File: config.mk
export PLATFORM = sky130hd
export DESIGN_NAME = multi_drive_stepper_tone_generator_top
export DESIGN_NICKNAME = d
export VERILOG_FILES = /design/src/rtl/core/msdt_pkg.sv /design/src/rtl/core/multi_drive_stepper_tone_generator_top.sv /design/src/rtl/core/msdt_front.sv /design/src/rtl/core/msdt_queue.sv /design/src/rtl/core/msdt_back.sv
export SDC_FILE = /design/constraint.sdc
export NUM_CORES = 1
export LEC_CHECK = 0
export ABC_AREA = 1
export BUFFER_PORTS_ARGS = -buffer_cell sky130_fd_sc_hd__buf_4
export CAP_MARGIN = 10
export CORE_MARGIN = 4
export CORE_UTILIZATION = 30
export CTS_BUF_LIST = sky130_fd_sc_hd__clkbuf_16
export CTS_CLUSTER_SIZE = 30
export DETAILED_ROUTE_END_ITERATION = 8
export SLEW_MARGIN = 5
export SYNTH_ARGS = -nofsm -noshare
export SYNTH_HDL_FRONTEND = slang
export SYNTH_SLANG_ARGS = --single-unit
File: constraint.sdc
create_clock -name clk -period 5.6 [get_ports clk]
set_input_delay 0.28 -clock clk [delete_from_list [all_inputs] [get_ports clk]]
set_output_delay 0.28 -clock clk [all_outputs]
set_load 0.01 [all_outputs]
File: src/rtl/core/msdt_pkg.sv
`timescale 1ns / 1ps
`default_nettype none
// ----------------------------------------------------------------------------
// msdt_pkg
// Shared types and constants of the multi-drive stepper tone generator.
// ----------------------------------------------------------------------------
package msdt_pkg;

  localparam int MAX_DRIVES  = 16;
  localparam int PERIOD_W    = 16;
  localparam int CHAN_W      = 4;
  localparam int CMD_W       = 2;
  localparam int MAP_W       = 24;
  localparam int TRACK_W     = 7;
  localparam int CFG_ADDR_W  = 2;
  localparam int CFG_DATA_W  = 24;
  localparam int IN_W        = 24;
  localparam int IN_USER_W   = 8;
  localparam int QUEUE_DEPTH = 2;

  localparam logic [MAP_W-1:0]    CHMAP_RESET   = 24'h323210;
  localparam logic [PERIOD_W-1:0] MINP_RESET    = 16'd101;
  localparam logic [PERIOD_W-1:0] HOMEINT_RESET = 16'd40;

  localparam logic [CMD_W-1:0] CMD_TICK   = 2'd0;
  localparam logic [CMD_W-1:0] CMD_PERIOD = 2'd1;
  localparam logic [CMD_W-1:0] CMD_HOME   = 2'd2;
  localparam logic [CMD_W-1:0] CMD_UNUSED = 2'd3;

  localparam logic [CFG_ADDR_W-1:0] CFG_CHMAP   = 2'd0;
  localparam logic [CFG_ADDR_W-1:0] CFG_MINP    = 2'd1;
  localparam logic [CFG_ADDR_W-1:0] CFG_HOMEINT = 2'd2;

  typedef enum logic [1:0] {
    OP_TICK,
    OP_SET,
    OP_HOME,
    OP_NOP
  } op_kind_t;

  typedef struct packed {
    op_kind_t                  kind;
    logic [MAX_DRIVES-1:0]     mask;
    logic [PERIOD_W-1:0]       period;
  } op_t;

endpackage : msdt_pkg
`default_nettype wire

File: src/rtl/core/multi_drive_stepper_tone_generator_top.sv
`timescale 1ns / 1ps
`default_nettype none
// ----------------------------------------------------------------------------
// multi_drive_stepper_tone_generator_top
// Stepper drives used as tone sources, with period commands and homing.
//
//   port group | dir | contents
//   in_*       | in  | tuser: command; tdata: channel, period
//   out_*      | out | tdata: step_pulses, directions, active_leds, homing
//   cfg_*      | in  | write: channel_map, min_period, homing_interval
//
// One transfer per cycle in each direction while neither side stalls; decode
// writes each accepted input into the queue, and the drive engine takes it from
// the queue head into its output register, from which its result is sent.
// The two-entry queue and the output register let either side stall alone.
// Reset starts the homing sequence; no clearing pass is needed.
// ----------------------------------------------------------------------------
module multi_drive_stepper_tone_generator_top #(
  parameter int DRIVES = 6,
  parameter int TRACKS = 80
) (
  input  wire logic                                clk,
  input  wire logic                                rst_n,
  input  wire logic                                in_tvalid,
  output logic                                     in_tready,
  // [3:0] channel, [19:4] period
  input  wire logic [msdt_pkg::IN_W-1:0]           in_tdata,
  // [1:0] command
  input  wire logic [msdt_pkg::IN_USER_W-1:0]      in_tuser,
  output logic                                     out_tvalid,
  input  wire logic                                out_tready,
  // step_pulses, directions, active_leds (DRIVES bits each), then homing
  output logic [((3*DRIVES+8)/8)*8-1:0]            out_tdata,
  input  wire logic                                cfg_we,
  input  wire logic [msdt_pkg::CFG_ADDR_W-1:0]     cfg_addr,
  input  wire logic [msdt_pkg::CFG_DATA_W-1:0]     cfg_wdata
);
  import msdt_pkg::*;

  localparam int OUT_W = ((3 * DRIVES + 8) / 8) * 8;

  logic [MAP_W-1:0]    chmap_r;
  logic [PERIOD_W-1:0] minp_r;
  logic [PERIOD_W-1:0] homeint_r;

  logic              q_push, q_pop, q_full, q_valid;
  op_t               push_op, head_op;
  logic [DRIVES-1:0] pulses, dirs, leds;
  logic              homing;

  always_ff @(posedge clk) begin
    if (!rst_n) begin
      chmap_r   <= CHMAP_RESET;
      minp_r    <= MINP_RESET;
      homeint_r <= HOMEINT_RESET;
    end else if (cfg_we) begin
      unique case (cfg_addr)
        CFG_CHMAP:   chmap_r   <= cfg_wdata[MAP_W-1:0];
        CFG_MINP:    minp_r    <= cfg_wdata[PERIOD_W-1:0];
        CFG_HOMEINT: homeint_r <= cfg_wdata[PERIOD_W-1:0];
        default: begin
        end
      endcase
    end
  end

  msdt_front #(
    .DRIVES(DRIVES)
  ) u_front (
    .in_valid    (in_tvalid),
    .in_command  (in_tuser[CMD_W-1:0]),
    .in_channel  (in_tdata[CHAN_W-1:0]),
    .in_period   (in_tdata[CHAN_W +: PERIOD_W]),
    .channel_map (chmap_r),
    .min_period  (minp_r),
    .q_full      (q_full),
    .in_ready    (in_tready),
    .q_push      (q_push),
    .q_op        (push_op)
  );

  msdt_queue u_queue (
    .clk     (clk),
    .rst_n   (rst_n),
    .push    (q_push),
    .push_op (push_op),
    .pop     (q_pop),
    .full    (q_full),
    .valid   (q_valid),
    .head_op (head_op)
  );

  msdt_back #(
    .DRIVES(DRIVES),
    .TRACKS(TRACKS)
  ) u_back (
    .clk             (clk),
    .rst_n           (rst_n),
    .q_valid         (q_valid),
    .q_op            (head_op),
    .homing_interval (homeint_r),
    .out_ready       (out_tready),
    .q_pop           (q_pop),
    .out_valid       (out_tvalid),
    .out_step_pulses (pulses),
    .out_directions  (dirs),
    .out_active_leds (leds),
    .out_homing      (homing)
  );

  assign out_tdata = OUT_W'({homing, leds, dirs, pulses});

endmodule : multi_drive_stepper_tone_generator_top
`default_nettype wire

File: src/rtl/core/msdt_front.sv
`timescale 1ns / 1ps
`default_nettype none
// ----------------------------------------------------------------------------
// msdt_front
// Decodes commands, checks periods against the minimum and resolves the
// channel map into a drive mask.
// ----------------------------------------------------------------------------
module msdt_front #(
  parameter int DRIVES = 6
) (
  input  wire logic                            in_valid,
  input  wire logic [msdt_pkg::CMD_W-1:0]      in_command,
  input  wire logic [msdt_pkg::CHAN_W-1:0]     in_channel,
  input  wire logic [msdt_pkg::PERIOD_W-1:0]   in_period,
  input  wire logic [msdt_pkg::MAP_W-1:0]      channel_map,
  input  wire logic [msdt_pkg::PERIOD_W-1:0]   min_period,
  input  wire logic                            q_full,
  output logic                                 in_ready,
  output logic                                 q_push,
  output msdt_pkg::op_t                        q_op
);
  import msdt_pkg::*;

  logic [CHAN_W-1:0] map_shift [DRIVES];
  logic              period_ok;

  assign in_ready  = !q_full;
  assign q_push    = in_valid && !q_full;
  assign period_ok = (in_period == '0) || (in_period >= min_period);

  always_comb begin
    q_op.kind   = OP_NOP;
    q_op.mask   = '0;
    q_op.period = in_period;
    for (int i = 0; i < DRIVES; i++) begin
      // drives past the map read channel 0
      map_shift[i] = CHAN_W'(channel_map >> (4 * i));
      if (period_ok && (map_shift[i] == in_channel)) begin
        q_op.mask[i] = 1'b1;
      end
    end
    unique case (in_command)
      CMD_TICK:   q_op.kind = OP_TICK;
      CMD_PERIOD: q_op.kind = OP_SET;
      CMD_HOME:   q_op.kind = OP_HOME;
      CMD_UNUSED: q_op.kind = OP_NOP;
      default:    q_op.kind = OP_NOP;
    endcase
  end

endmodule : msdt_front
`default_nettype wire

File: src/rtl/core/msdt_queue.sv
`timescale 1ns / 1ps
`default_nettype none
// ----------------------------------------------------------------------------
// msdt_queue
// Two-entry operation queue between the decoder and the drive engine.
// ----------------------------------------------------------------------------
module msdt_queue (
  input  wire logic          clk,
  input  wire logic          rst_n,
  input  wire logic          push,
  input  wire msdt_pkg::op_t push_op,
  input  wire logic          pop,
  output logic               full,
  output logic               valid,
  output msdt_pkg::op_t      head_op
);
  import msdt_pkg::*;

  localparam int PTR_W = $clog2(QUEUE_DEPTH);
  localparam int CNT_W = $clog2(QUEUE_DEPTH + 1);

  op_t              mem_r [QUEUE_DEPTH];
  logic [PTR_W-1:0] wr_ptr_r, wr_ptr_nxt;
  logic [PTR_W-1:0] rd_ptr_r, rd_ptr_nxt;
  logic [CNT_W-1:0] count_r, count_nxt;

  assign full    = (count_r == CNT_W'(QUEUE_DEPTH));
  assign valid   = (count_r != '0);
  assign head_op = mem_r[rd_ptr_r];

  always_comb begin
    wr_ptr_nxt = wr_ptr_r;
    rd_ptr_nxt = rd_ptr_r;
    count_nxt  = count_r;
    if (push) begin
      wr_ptr_nxt = (wr_ptr_r == PTR_W'(QUEUE_DEPTH - 1)) ? '0 : wr_ptr_r + 1'b1;
    end
    if (pop) begin
      rd_ptr_nxt = (rd_ptr_r == PTR_W'(QUEUE_DEPTH - 1)) ? '0 : rd_ptr_r + 1'b1;
    end
    if (push && !pop) begin
      count_nxt = count_r + 1'b1;
    end else if (pop && !push) begin
      count_nxt = count_r - 1'b1;
    end
  end

  always_ff @(posedge clk) begin
    if (!rst_n) begin
      wr_ptr_r <= '0;
      rd_ptr_r <= '0;
      count_r  <= '0;
    end else begin
      wr_ptr_r <= wr_ptr_nxt;
      rd_ptr_r <= rd_ptr_nxt;
      count_r  <= count_nxt;
    end
  end

  always_ff @(posedge clk) begin
    if (push) begin
      mem_r[wr_ptr_r] <= push_op;
    end
  end

endmodule : msdt_queue
`default_nettype wire

File: src/rtl/core/msdt_back.sv
`timescale 1ns / 1ps
`default_nettype none
// ----------------------------------------------------------------------------
// msdt_back
// Drive engine: per-drive step countdowns, direction reversal, homing
// sequence and the registered result.
// ----------------------------------------------------------------------------
module msdt_back #(
  parameter int DRIVES = 6,
  parameter int TRACKS = 80
) (
  input  wire logic                            clk,
  input  wire logic                            rst_n,
  input  wire logic                            q_valid,
  input  wire msdt_pkg::op_t                   q_op,
  input  wire logic [msdt_pkg::PERIOD_W-1:0]   homing_interval,
  input  wire logic                            out_ready,
  output logic                                 q_pop,
  output logic                                 out_valid,
  output logic [DRIVES-1:0]                    out_step_pulses,
  output logic [DRIVES-1:0]                    out_directions,
  output logic [DRIVES-1:0]                    out_active_leds,
  output logic                                 out_homing
);
  import msdt_pkg::*;

  localparam logic [TRACK_W-1:0] REV_RELOAD = TRACK_W'(TRACKS - 1);
  localparam logic [TRACK_W-1:0] HOME_STEPS = TRACK_W'(TRACKS);

  logic [PERIOD_W-1:0] period_r [DRIVES];
  logic [PERIOD_W-1:0] period_nxt [DRIVES];
  logic [PERIOD_W-1:0] ticks_r [DRIVES];
  logic [PERIOD_W-1:0] ticks_nxt [DRIVES];
  logic [PERIOD_W-1:0] ticks_dec [DRIVES];
  logic [TRACK_W-1:0]  rev_r [DRIVES];
  logic [TRACK_W-1:0]  rev_nxt [DRIVES];
  logic [TRACK_W-1:0]  rev_dec [DRIVES];
  logic [DRIVES-1:0]   dir_r, dir_nxt;
  logic [TRACK_W-1:0]  hleft_r, hleft_nxt;
  logic [PERIOD_W-1:0] hcnt_r, hcnt_nxt, hcnt_dec;
  logic [DRIVES-1:0]   pulses, leds;

  logic                out_valid_r, out_valid_nxt;
  logic [DRIVES-1:0]   pulses_r, dirs_r, leds_r;
  logic                homing_r;

  assign q_pop           = q_valid && (!out_valid_r || out_ready);
  assign out_valid       = out_valid_r;
  assign out_step_pulses = pulses_r;
  assign out_directions  = dirs_r;
  assign out_active_leds = leds_r;
  assign out_homing      = homing_r;
  assign hcnt_dec        = hcnt_r - 1'b1;

  always_comb begin
    period_nxt = period_r;
    ticks_nxt  = ticks_r;
    rev_nxt    = rev_r;
    dir_nxt    = dir_r;
    hleft_nxt  = hleft_r;
    hcnt_nxt   = hcnt_r;
    pulses     = '0;
    leds       = '0;
    for (int i = 0; i < DRIVES; i++) begin
      ticks_dec[i] = ticks_r[i] - 1'b1;
      rev_dec[i]   = rev_r[i] - 1'b1;
    end
    if (q_pop) begin
      unique case (q_op.kind)
        OP_TICK: begin
          if (hleft_r != '0) begin
            if (hcnt_dec == '0) begin
              pulses    = '1;
              hcnt_nxt  = homing_interval;
              hleft_nxt = hleft_r - 1'b1;
              if (hleft_r == TRACK_W'(1)) begin
                dir_nxt = '0;
              end
            end else begin
              hcnt_nxt = hcnt_dec;
            end
          end else begin
            for (int i = 0; i < DRIVES; i++) begin
              if (period_r[i] != '0) begin
                if (ticks_dec[i] == '0) begin
                  pulses[i]    = 1'b1;
                  ticks_nxt[i] = period_r[i];
                  if (rev_dec[i] == '0) begin
                    dir_nxt[i] = ~dir_r[i];
                    rev_nxt[i] = REV_RELOAD;
                  end else begin
                    rev_nxt[i] = rev_dec[i];
                  end
                end else begin
                  ticks_nxt[i] = ticks_dec[i];
                end
              end
            end
          end
        end
        OP_SET: begin
          for (int i = 0; i < DRIVES; i++) begin
            if (q_op.mask[i]) begin
              period_nxt[i] = q_op.period;
            end
          end
        end
        OP_HOME: begin
          for (int i = 0; i < DRIVES; i++) begin
            period_nxt[i] = '0;
            rev_nxt[i]    = REV_RELOAD;
          end
          dir_nxt   = '1;
          hleft_nxt = HOME_STEPS;
          hcnt_nxt  = homing_interval;
        end
        OP_NOP: begin
        end
        default: begin
        end
      endcase
    end
    for (int i = 0; i < DRIVES; i++) begin
      leds[i] = (period_nxt[i] != '0);
    end
    if (q_pop) begin
      out_valid_nxt = 1'b1;
    end else if (out_ready) begin
      out_valid_nxt = 1'b0;
    end else begin
      out_valid_nxt = out_valid_r;
    end
  end

  always_ff @(posedge clk) begin
    if (!rst_n) begin
      for (int i = 0; i < DRIVES; i++) begin
        period_r[i] <= '0;
        ticks_r[i]  <= PERIOD_W'(1);
        rev_r[i]    <= REV_RELOAD;
      end
      dir_r       <= '1;
      hleft_r     <= HOME_STEPS;
      hcnt_r      <= HOMEINT_RESET;
      out_valid_r <= 1'b0;
    end else begin
      period_r    <= period_nxt;
      ticks_r     <= ticks_nxt;
      rev_r       <= rev_nxt;
      dir_r       <= dir_nxt;
      hleft_r     <= hleft_nxt;
      hcnt_r      <= hcnt_nxt;
      out_valid_r <= out_valid_nxt;
    end
  end

  always_ff @(posedge clk) begin
    if (q_pop) begin
      pulses_r <= pulses;
      dirs_r   <= dir_nxt;
      leds_r   <= leds;
      homing_r <= (hleft_nxt != '0);
    end
  end

endmodule : msdt_back
`default_nettype wire
==> results.py, run 1 <==
metrics = {
    "detailed_routing": {
        "drt_drc_violations_left": 0,
        "vias": 19100,
        "first_pass_iters": 6,
        "drt_iter0_drc": 1380,
        "avgViaCountPerCell": 4.80,
        "drt-total-wl_um": 59000,
        "wl_per_cell_um": 14.8,
        "ant_nets": 0,
    },
    "min_path": {
        "worstHoldStart": "in_tvalid",
        "hold_path_class": "input pin to register",
    },
    "layout": {
        "final_nets": 3131,
        "register_area_um2": 8520,
        "fin_cells": 3986,
        "drive_gt1_share_pct": 9.39,
        "multi_input_area_um2": 10900,
        "fillers": 7295,
        "post-route-util_pct": 35.3,
        "syn2layout_area_growth_pct": 15.5,
        "n_antenna_cell": 0,
    },
    "global_routing": {
        "grt_antenna_before_repair": 0,
        "grt_max_degree": 98,
        "grt_pass1_vias": 17800,
        "grtUsageTotal_pct": 15.4,
        "grt_pass1_wl_um": 94400,
        "overflow": 0,
    },
    "critical_path": {
        "ff2ff_setup_slack_ns": 1.98,
        "critPathSlowestCell": "nor2_4",
        "critPathKind": "register to register",
        "path_depth": 15,
        "endpoint": "u_back.ticks_r[42]$_SDFFE_PN0P_",
        "r2r_cells": 15,
        "cp-start-kind": "register",
        "crit_arrival_ns": 4.10,
        "cp_top_family": "simple AND/OR/NAND/NOR gates",
        "crit_fanout": 27,
        "timing.rr.end": "u_back.ticks_r[42]$_SDFFE_PN0P_",
        "crit_required_ns": 6.08,
        "end_kind": "register",
        "crit_buf_inv": 6,
        "slowest_delay_ns": 0.48,
        "crit_chain": "buf_4 > inv_2 > or2_2 > o21ai_0 > ha_1 > inv_1 > nor2_1 > inv_2 > nor2_2 > inv_2 > nor2_4 > inv_1 > or2_0 > nor2_1 > nor2_1",
    },
    "floorplanning": {
        "placementRows": 96,
        "fp.dieW_um": 273,
        "coreArea_um2": 69100,
        "start_util_pct": 30.5,
        "ioPinCount": 89,
        "fp.dieH_um": 273,
        "dieArea_um2": 74600,
    },
    "synthesis": {
        "yosysMostFrequentCell": "nand2_1",
        "yosys-top-cells-area": "dfxtp_1, nand2_1, edfxtp_1, nor2_1, o21ai_0",
        "syn_area_per_cell_um2": 7.16,
        "synthArstFlopShare_pct": 0,
        "synth_area_um2": 21100,
        "ys_seq_area_share_pct": 40.4,
        "synthDistinctLibCells": 61,
        "ys_top_cells_by_count": "nand2_1, nor2_1, dfxtp_1, inv_1, o21ai_0",
        "syn_inst": 2944,
        "yosysTopAreaCellShare_pct": 30.9,
        "yosys_warnings": 0,
        "ys.flop_type": "dfxtp_1",
        "synth_edf_count": 67,
        "synth_seq_cells": 392,
        "yosysTopAreaCell": "dfxtp_1",
    },
    "clock_network": {
        "clk_transition_reported_paths_ns": 0.06,
        "cts_root_buf": "clkbuf_16",
        "clkLatencyLatePin_ns": 0.60,
        "h-tree-depth": 2,
        "clock-sinks": 392,
        "post_cts_buffers": 0,
        "cts_buffers": 45,
        "cts_tree": "built",
        "clockBufferDepth": 3,
    },
    "sta": {
        "setup_slack_ns": 1.98,
        "rsz0062_at_grt": "no",
        "slew_violations": 0,
        "max_freq_mhz": 277,
        "tightest_slew_ns": 1.11,
        "finClkSkew_ns": 0.0229,
        "layout_min_cycle_time_ns": 3.62,
        "final_hold_viol_count": 0,
        "maxSlewHeadroom_pct": 23.9,
        "setup_tns_ns": 0,
        "period_share_pct": 64.6,
        "setup_violations": 0,
    },
    "status": {
        "status": "finished, final reports clean",
    },
    "job": {
        "max-cap-violations": 0,
    },
    "placement": {
        "io_buffers": 73,
        "gp_congestion": 0.891,
        "place_inst": 3860,
        "dp_hpwl_um": 41300,
        "preCtsSetupSlack_ns": 2.01,
    },
    "pwr": {
        "irDropWorstVdd_mv": 0.304,
        "p_per_area_nw_per_um2": 459,
        "leakagePower_nw": 10.5,
    },
}
==> worst min-delay path, delay by kind of cell <==
family / cells / cell delay [ns]
simple gates: 3 / 0.34
buf+inv: 1 / 0.07
==> area by class of cell <==
class / count / share of cell area, %
multi-input cells: 2130 / 44.7
clock inverters: 38 / 1.23
repair buffers: 142 / 4.87
flip-flops and latches: 392 / 35.0
inverters: 308 / 4.78
well taps: 931 / 4.78
clock buffers: 45 / 4.62
==> repair_timing <==
action,4_1_cts,5_1_grt
resized for setup,0,0
setup endpoints to repair,0,0
endpoints found under the hold margin,85,0
hold buffers,43,0
==> layer usage <==
metal  GRT usage, %  vias to the layer above  share of wire (%)
met1           21.3                     8794                 48
met4           4.36                        0                2.2
met3           2.06                       86                4.9
met5              0                        -                  0
met2           25.3                      411                 45
li1               -                     9842                  -
==> state kept, by name, indices dropped and copies added, names as in the netlist, 16 cells and up, named ones only <==
register / flops
u_back.ticks_r: 96
u_back.period_r: 96
minp_r: 16
u_queue.mem_r: 48
u_back.hcnt_r: 16
homeint_r: 16
chmap_r: 24
u_back.rev_r: 42
==> power breakdown <==
part	leakage, nW	internal (W)	switching (W)
clock	0.737	0.00161	0.00124
combinational	6.47	0.00144	0.00301
sequential	3.26	0.00348	0.000389
total	10.5	0.00654	0.00464
==> kinds of logic (layout without fill, tap and decap cells) <==
family | after synthesis | count (layout) | share of synthesized area, %
buffers and inverters | 426 | 533 | 8.05
and+or+nand+nor | 1407 | 1407 | 29.7
AOI/OAI and AO/OA | 549 | 549 | 13.9
DFF | 392 | 392 | 40.4
other | 1 | 5 | 0.0178
adders and majority gates | 49 | 49 | 2.91
xor gates and xnor gates | 108 | 108 | 4.52
muxes | 12 | 12 | 0.570
==> through the flow <==
step / cell area [µm²] / hold slack (ns) / power, W
floorplan: 21100 / 0.379 / 0.00695
global placement: 22500 / 0.437 / 0.00830
detailed placement: 22500 / 0.446 / 0.00833
CTS: 24400 / 0.114 / 0.0113
global route: 24400 / 0.176 / 0.0120
finish: 24400 / 0.159 / 0.0112
==> layout by cell type, fill, tap and decap left out, types with 3 or more instances in the layout <==
cell | synthesis | final
nand3_2 | 8 | 8
o21ai_2 | 4 | 4
a31oi_1 | 26 | 26
clkinv_1 | 2 | 13
clkinv_2 | 3 | 10
nand3_1 | 164 | 164
conb_1 | 1 | 5
ha_1 | 49 | 49
inv_2 | 24 | 24
dfxtp_1 | 325 | 325
nor2_1 | 459 | 457
nor2_2 | 24 | 25
xor2_1 | 71 | 71
o21ai_0 | 245 | 242
nand3b_1 | 13 | 13
nand2_2 | 9 | 9
bufinv_16 | 0 | 3
nor3_1 | 32 | 31
dlygate4sd3_1 | 0 | 43
nor3_2 | 2 | 3
or2_2 | 17 | 17
a21oi_1 | 216 | 216
or2_1 | 3 | 3
nand2_4 | 5 | 5
xnor2_1 | 36 | 36
clkbuf_16 | 0 | 45
nor4_1 | 25 | 25
nor2_4 | 10 | 11
nand4_1 | 70 | 70
nand2_1 | 547 | 547
edfxtp_1 | 67 | 67
o21ai_1 | 23 | 26
o211ai_1 | 17 | 17
a21oi_2 | 3 | 3
buf_4 | 9 | 98
a221oi_1 | 3 | 3
inv_1 | 279 | 289
a211oi_1 | 4 | 4
mux2i_1 | 12 | 12
==> how the worst min path moves through the flow <==
| stage | slack (ns) | end | depth (start not counted) |
|---|---|---|---|
| 6_report | 0.16 | u_queue.wr_ptr_r$_SDFFE_PN0P_ | 4 |
| 5_1_grt | 0.18 | u_queue.wr_ptr_r$_SDFFE_PN0P_ | 4 |
| 4_1_cts | 0.11 | u_queue.wr_ptr_r$_SDFFE_PN0P_ | 4 |
| 3_5_place_dp | 0.45 | u_back.rev_r[41]$_SDFFE_PN1P_ | 2 |
| 3_3_place_gp | 0.44 | u_queue.rd_ptr_r$_SDFFE_PN0P_ | 1 |
| 2_1_floorplan | 0.38 | u_queue.mem_r[0][0]$_DFFE_PP_ | 0 |
(Power assumes the default switching activity.)
==> run 2: changes to the inputs <==
==> constraint.sdc (replaced) <==
create_clock -name clk -period 3 [get_ports clk]
set_input_delay 0.15 -clock clk [delete_from_list [all_inputs] [get_ports clk]]
set_output_delay 0.15 -clock clk [all_outputs]
set_load 0.01 [all_outputs]
==> run 2 against run 1 <==
Sequential power is 88% higher. Die area is the same. Combinational power increased by 88%. Clock skew hardly changed. Sequential share of layout area shrank 0.40 points. Hold slack got worse by 0.10 ns. Sequential cell count stayed put. Register-to-register slack got worse by 1.8 ns. Critical path depth down 3. Highest routed layer unchanged.
==> results.py, run 2 (synthesis results as in run 1) <==
metrics = {
    "clock_network": {
        "clockBufferDepth": 3,
        "post_cts_buffers": 0,
        "clock-sinks": 392,
        "cts_root_buf": "clkbuf_16",
        "cts_buffers": 44,
        "clk_transition_reported_paths_ns": 0.06,
        "cts_tree": "built",
        "h-tree-depth": 2,
        "clkLatencyLatePin_ns": 0.59,
    },
    "critical_path": {
        "crit_fanout": 26,
        "crit_required_ns": 3.33,
        "cp-start-kind": "register",
        "crit_arrival_ns": 3.14,
        "end_kind": "register",
        "critPathKind": "register to register",
        "ff2ff_setup_slack_ns": 0.19,
    },
    "layout": {
        "final_cell_mix": "nand2_1, nor2_1, dfxtp_1",
        "top_regs": "u_back.period_r (96), u_back.ticks_r (96), u_queue.mem_r (48)",
        "layout_commonest_cell": "nand2_1",
        "drive_gt1_share_pct": 10.2,
        "final_cell_area_um2": 24600,
        "fillers": 7279,
        "final_nets": 3155,
        "syn2layout_area_growth_pct": 16.9,
        "fin_cells": 4011,
    },
    "detailed_routing": {
        "drt_drc_violations_left": 0,
        "vias": 19100,
        "drt_iter0_drc": 1322,
        "wl_per_cell_um": 14.6,
        "drt-total-wl_um": 58700,
        "first_pass_iters": 5,
        "avgViaCountPerCell": 4.75,
        "ant_nets": 0,
    },
    "min_path": {
        "hold_path_class": "input pin to register",
    },
    "placement": {
        "dp_hpwl_um": 41900,
        "gp_congestion": 0.883,
        "place_area_um2": 22700,
        "place_inst": 3885,
        "io_buffers": 73,
    },
    "sta": {
        "layout_min_cycle_time_ns": 2.81,
        "max_freq_mhz": 356,
        "final_hold_viol_count": 0,
        "period_share_pct": 93.6,
        "slew_violations": 0,
        "finClkSkew_ns": 0.0233,
        "tightest_slew_ns": 0.799,
        "setup_violations": 0,
        "holdWs_ns": 0.0585,
        "rsz0062_at_grt": "yes",
        "maxSlewHeadroom_pct": 46.7,
    },
    "pwr": {
        "p_per_area_nw_per_um2": 855,
        "leakagePower_nw": 10.6,
        "irDropWorstVdd_mv": 0.437,
    },
    "global_routing": {
        "grtUsageTotal_pct": 15.6,
        "grt_pass1_vias": 17800,
        "overflow": 0,
        "grt_max_degree": 160,
        "grt_antenna_before_repair": 1,
        "grt_pass1_wl_um": 95400,
    },
    "floorplanning": {
        "fp.dieH_um": 273,
        "coreArea_um2": 69100,
        "start_util_pct": 30.5,
        "dieArea_um2": 74600,
        "ioPinCount": 89,
        "fp.dieW_um": 273,
        "placementRows": 96,
    },
    "status": {
        "status": "finished, final reports clean",
    },
    "job": {
        "max-cap-violations": 0,
    },
}
-- run 2: cell types whose count changed in the layout (fill, tap and decap cells not counted), sizes merged --
cell / change
bufinv: +2
diode: +1
clkinv: -6
clkinvlp: +1
inv: +2
buf: +25
-- run 2: worst max-delay path, cell delays in order (launching register included) --
cell     delay [ns]
dfxtp_1        0.37
inv_2          0.11
or2_2          0.28
o21ai_0        0.14
ha_1           0.30
nand2_1        0.15
inv_2          0.09
nand2_1        0.27
inv_2          0.24
o21ai_0        0.27
nand4_1        0.13
nor2_1         0.14
nand2_1        0.06
-- run 2: power breakdown --
| group | leakage (nW) | total [W] | switching, W | internal [W] |
|---|---|---|---|---|
| Clock | 0.754 | 0.00543 | 0.00226 | 0.00317 |
| Combinational | 6.61 | 0.00837 | 0.00551 | 0.00286 |
| Sequential | 3.26 | 0.00728 | 0.000773 | 0.00650 |
-- run 2: layout make-up --
type,count,area [µm²],share of cell area [%]
antenna,1,2.50,0.0102
clock buffer,45,1130,4.57
clock inverter,37,320,1.30
inverter,308,1170,4.75
multi-input combinational,2130,10900,44.3
sequential,392,8520,34.6
tap,931,1160,4.73
timing repair buffer,167,1420,5.78
-- run 2: routing by layer --
metal / global-route usage, % / wire length (µm) / vias up
met5: 0 / 0 / -
met4: 3.80 / 1250 / 0
met3: 2.77 / 3020 / 77
met2: 25.4 / 26600 / 380
met1: 21.3 / 27800 / 8695
li1: - / - / 9901
-- run 2: stage by stage --
step                setup slack (ns)  setup TNS [ns]  utilization, %  total power (W)
floorplan                      0.330               0               -           0.0130
global placement               0.221               0            32.9           0.0156
detailed placement             0.202               0            32.9           0.0157
CTS                            0.176               0            35.6           0.0212
global route                 -0.0228         -0.0245            35.7           0.0227
finish                         0.191               0            35.7           0.0211
-- run 2: worst paths after layout --
kind,start,end,cells after the start
min reg2reg,u_queue.rd_ptr_r$_SDFFE_PN0P_,register,1
max reg2reg,register,u_back.out_active_leds[3]$_DFFE_PP_,12
max,register,u_back.out_active_leds[3]$_DFFE_PP_,12
min,rst_n,u_back.period_r[5]$_SDFF_PN0_,3
-- run 2: timing repair --
action | CTS | global route
resized for setup | 0 | 13
hold endpoints to repair | 93 | 0
endpoints found under the setup margin | 0 | 11
hold buffers | 43 | 0
==> run 3: changes to the inputs <==
--- a/config.mk
+++ b/config.mk
@@ -8,7 +8,6 @@
 export ABC_AREA = 1
 export BUFFER_PORTS_ARGS = -buffer_cell sky130_fd_sc_hd__buf_4
 export CAP_MARGIN = 10
-export CORE_MARGIN = 4
 export CORE_UTILIZATION = 30
 export CTS_BUF_LIST = sky130_fd_sc_hd__clkbuf_16
 export CTS_CLUSTER_SIZE = 30
==> constraint.sdc (replaced) <==
create_clock -name clk -period 3 [get_ports clk]
set_input_delay 0.15 -clock clk [delete_from_list [all_inputs] [get_ports clk]]
set_output_delay 0.15 -clock clk [all_outputs]
set_load 0.05 [all_outputs]
==> run 3 against run 2 <==
Core utilization rose by 0.20 points. Wire length up 1.0%. Cell count rose by 0.32%. Combinational power increased by 4.8%. Design area up 0.56%. Via count increased by 1.4%. Fmax up 1.1%. Non-clock buffer count up 9. Die area down 4.3%. Sequential share of layout area shrank 0.19 points. Critical endpoint is now u_back.ticks_r[62]$_SDFFE_PN0P_. Highest routed layer unchanged. Total power is 2.7% higher. Clock skew shrank 0.0020 ns.
==> results.py, run 3 (synthesis results as in run 1) <==
metrics = {
    "status": {
        "status": "finished, final reports clean",
    },
    "critical_path": {
        "crit_arrival_ns": 3.27,
        "cp_top_family": "buffers and inverters",
        "crit_buf_inv": 7,
        "cp-start-kind": "register",
        "critPathSlowestCell": "dfxtp_1",
        "slowest_delay_ns": 0.38,
        "cp_common_cell": "inv_2",
        "critPathKind": "register to register",
        "crit_chain": "inv_2 > or2_2 > o21ai_1 > ha_2 > inv_1 > nor2_1 > inv_2 > nor2_2 > inv_2 > nor2_4 > buf_8 > clkinvlp_4 > buf_2 > nor2_1 > a21oi_1",
        "crit_fanout": 20,
        "crit_required_ns": 3.49,
        "end_kind": "register",
    },
    "sta": {
        "slew_violations": 0,
        "tightest_slew_ns": 0.773,
        "finClkSkew_ns": 0.0213,
        "maxSlewHeadroom_pct": 48.5,
        "setup_slack_ns": 0.222,
        "layout_min_cycle_time_ns": 2.78,
        "holdWs_ns": 0.0567,
        "max_freq_mhz": 360,
        "setup_violations": 0,
        "period_share_pct": 92.6,
        "final_hold_viol_count": 0,
    },
    "layout": {
        "top_regs": "u_back.period_r (96), u_back.ticks_r (96), u_queue.mem_r (48)",
        "post-route-util_pct": 35.9,
        "multi_input_area_um2": 10900,
        "final_nets": 3166,
        "layout_commonest_cell": "nand2_1",
        "syn2layout_area_growth_pct": 17.5,
        "drive_gt1_share_pct": 10.7,
        "fillers": 7266,
        "register_area_um2": 8520,
        "final_cell_mix": "nand2_1, nor2_1, dfxtp_1",
        "fin_cells": 4024,
    },
    "detailed_routing": {
        "top_layer_used": "met4",
        "drt_iter0_drc": 1308,
        "drt-met1-wl_um": 28200,
        "drt_drc_violations_left": 0,
        "wl_per_cell_um": 14.7,
        "vias": 19300,
        "first_pass_iters": 5,
        "ant_nets": 0,
        "drt-total-wl_um": 59300,
        "avgViaCountPerCell": 4.80,
        "wl_met2_um": 27100,
        "dr_wl_met3_um": 2930,
    },
    "clock_network": {
        "clk_transition_reported_paths_ns": 0.06,
        "clkLatencyLatePin_ns": 0.61,
        "cts_buffers": 46,
        "h-tree-depth": 2,
        "clock-sinks": 392,
        "clockBufferDepth": 3,
        "cts_root_buf": "clkbuf_16",
        "cts_tree": "built",
    },
    "floorplanning": {
        "dieArea_um2": 71300,
        "fp.dieH_um": 267,
        "ioPinCount": 89,
        "coreArea_um2": 69100,
        "fp.dieW_um": 267,
        "placementRows": 96,
        "start_util_pct": 30.5,
    },
    "global_routing": {
        "grt_pass1_vias": 17700,
        "grt_max_degree": 160,
        "grt_antenna_before_repair": 1,
        "grtUsageTotal_pct": 16.5,
        "overflow": 0,
        "grt_pass1_wl_um": 94900,
    },
    "placement": {
        "gp_congestion": 0.862,
        "dp_hpwl_um": 41700,
        "io_buffers": 73,
        "preCtsSetupSlack_ns": 0.0438,
        "place_inst": 3889,
    },
    "pwr": {
        "p_sw_w": 0.00909,
        "seq_power_share_pct": 33.7,
        "p_per_area_nw_per_um2": 873,
        "p_clk_share_pct": 25.8,
        "leakagePower_nw": 10.7,
        "power_frac_comb_pct": 40.5,
        "p_int_w": 0.0125,
        "irDropWorstVdd_mv": 0.558,
        "p_sw_share_pct": 42.0,
    },
    "job": {
        "max-cap-violations": 0,
    },
    "min_path": {
        "hold_path_class": "input pin to register",
    },
}
==> run 3: cell count changes in the layout (fill, tap and decap cells not counted), moves of 3 or more <==
cell,before,now
inv_2,24,21
clkinv_2,10,14
clkinv_1,9,13
buf_4,119,126
inv_1,290,285
inv_4,0,3
==> run 3: layout make-up <==
class / count / area share (%)
diodes: 1 / 0.0101
clock inverters: 39 / 1.29
multi-input cells: 2130 / 44.1
well taps: 931 / 4.70
repair buffers: 176 / 6.04
inverters: 308 / 4.75
flip-flops and latches: 392 / 34.4
clock buffers: 47 / 4.75
==> run 3: repair_timing <==
action,in CTS,in global routing
setup endpoints to repair,0,27
endpoints found under the hold margin,93,0
resized for setup,0,24
hold buffers,43,0
buffers inserted,0,5
==> run 3: final timing paths <==
check | slack (ns) | end | start | cells after the start
worst min register to register | 0.46 | homeint_r[13]$_SDFFE_PN0P_ | homeint_r[13]$_SDFFE_PN0P_ | 2
worst max-delay path | 0.22 | u_back.ticks_r[62]$_SDFFE_PN0P_ | register | 15
worst min-delay path | 0.06 | minp_r[6]$_SDFFE_PN1P_ | cfg_addr[1] | 4
worst max register to register | 0.22 | u_back.ticks_r[62]$_SDFFE_PN0P_ | register | 15
==> run 3: through the flow <==
stage	instance area (µm²)	TNS, ns	total power [W]
global placement	22800	0	0.0159
global route	24800	-0.0189	0.0231
CTS	24700	0	0.0216
finish	24800	0	0.0216
detailed placement	22800	0	0.0160
floorplan	21100	0	0.0133
==> run 3: power by group through the flow <==
stage	Sequential (W)	Combinational [W]	Clock (W)
global route	0.00740	0.00977	0.00595
CTS	0.00727	0.00867	0.00569
floorplan	0.00748	0.00586	0
detailed placement	0.00737	0.00859	0
finish	0.00729	0.00877	0.00558
global placement	0.00737	0.00853	0
==> run 3: per-layer routing <==
layer	vias up	track usage, %
met2	427	26.9
met4	0	4.22
met5	-	0
met1	8916	22.7
li1	9900	-
met3	80	2.57
==> run 3: worst min-delay path, stage by stage <==
cell,delay [ns]
buf_4,0.10
nor3_1,0.05
buf_4,0.16
o211ai_1,0.15
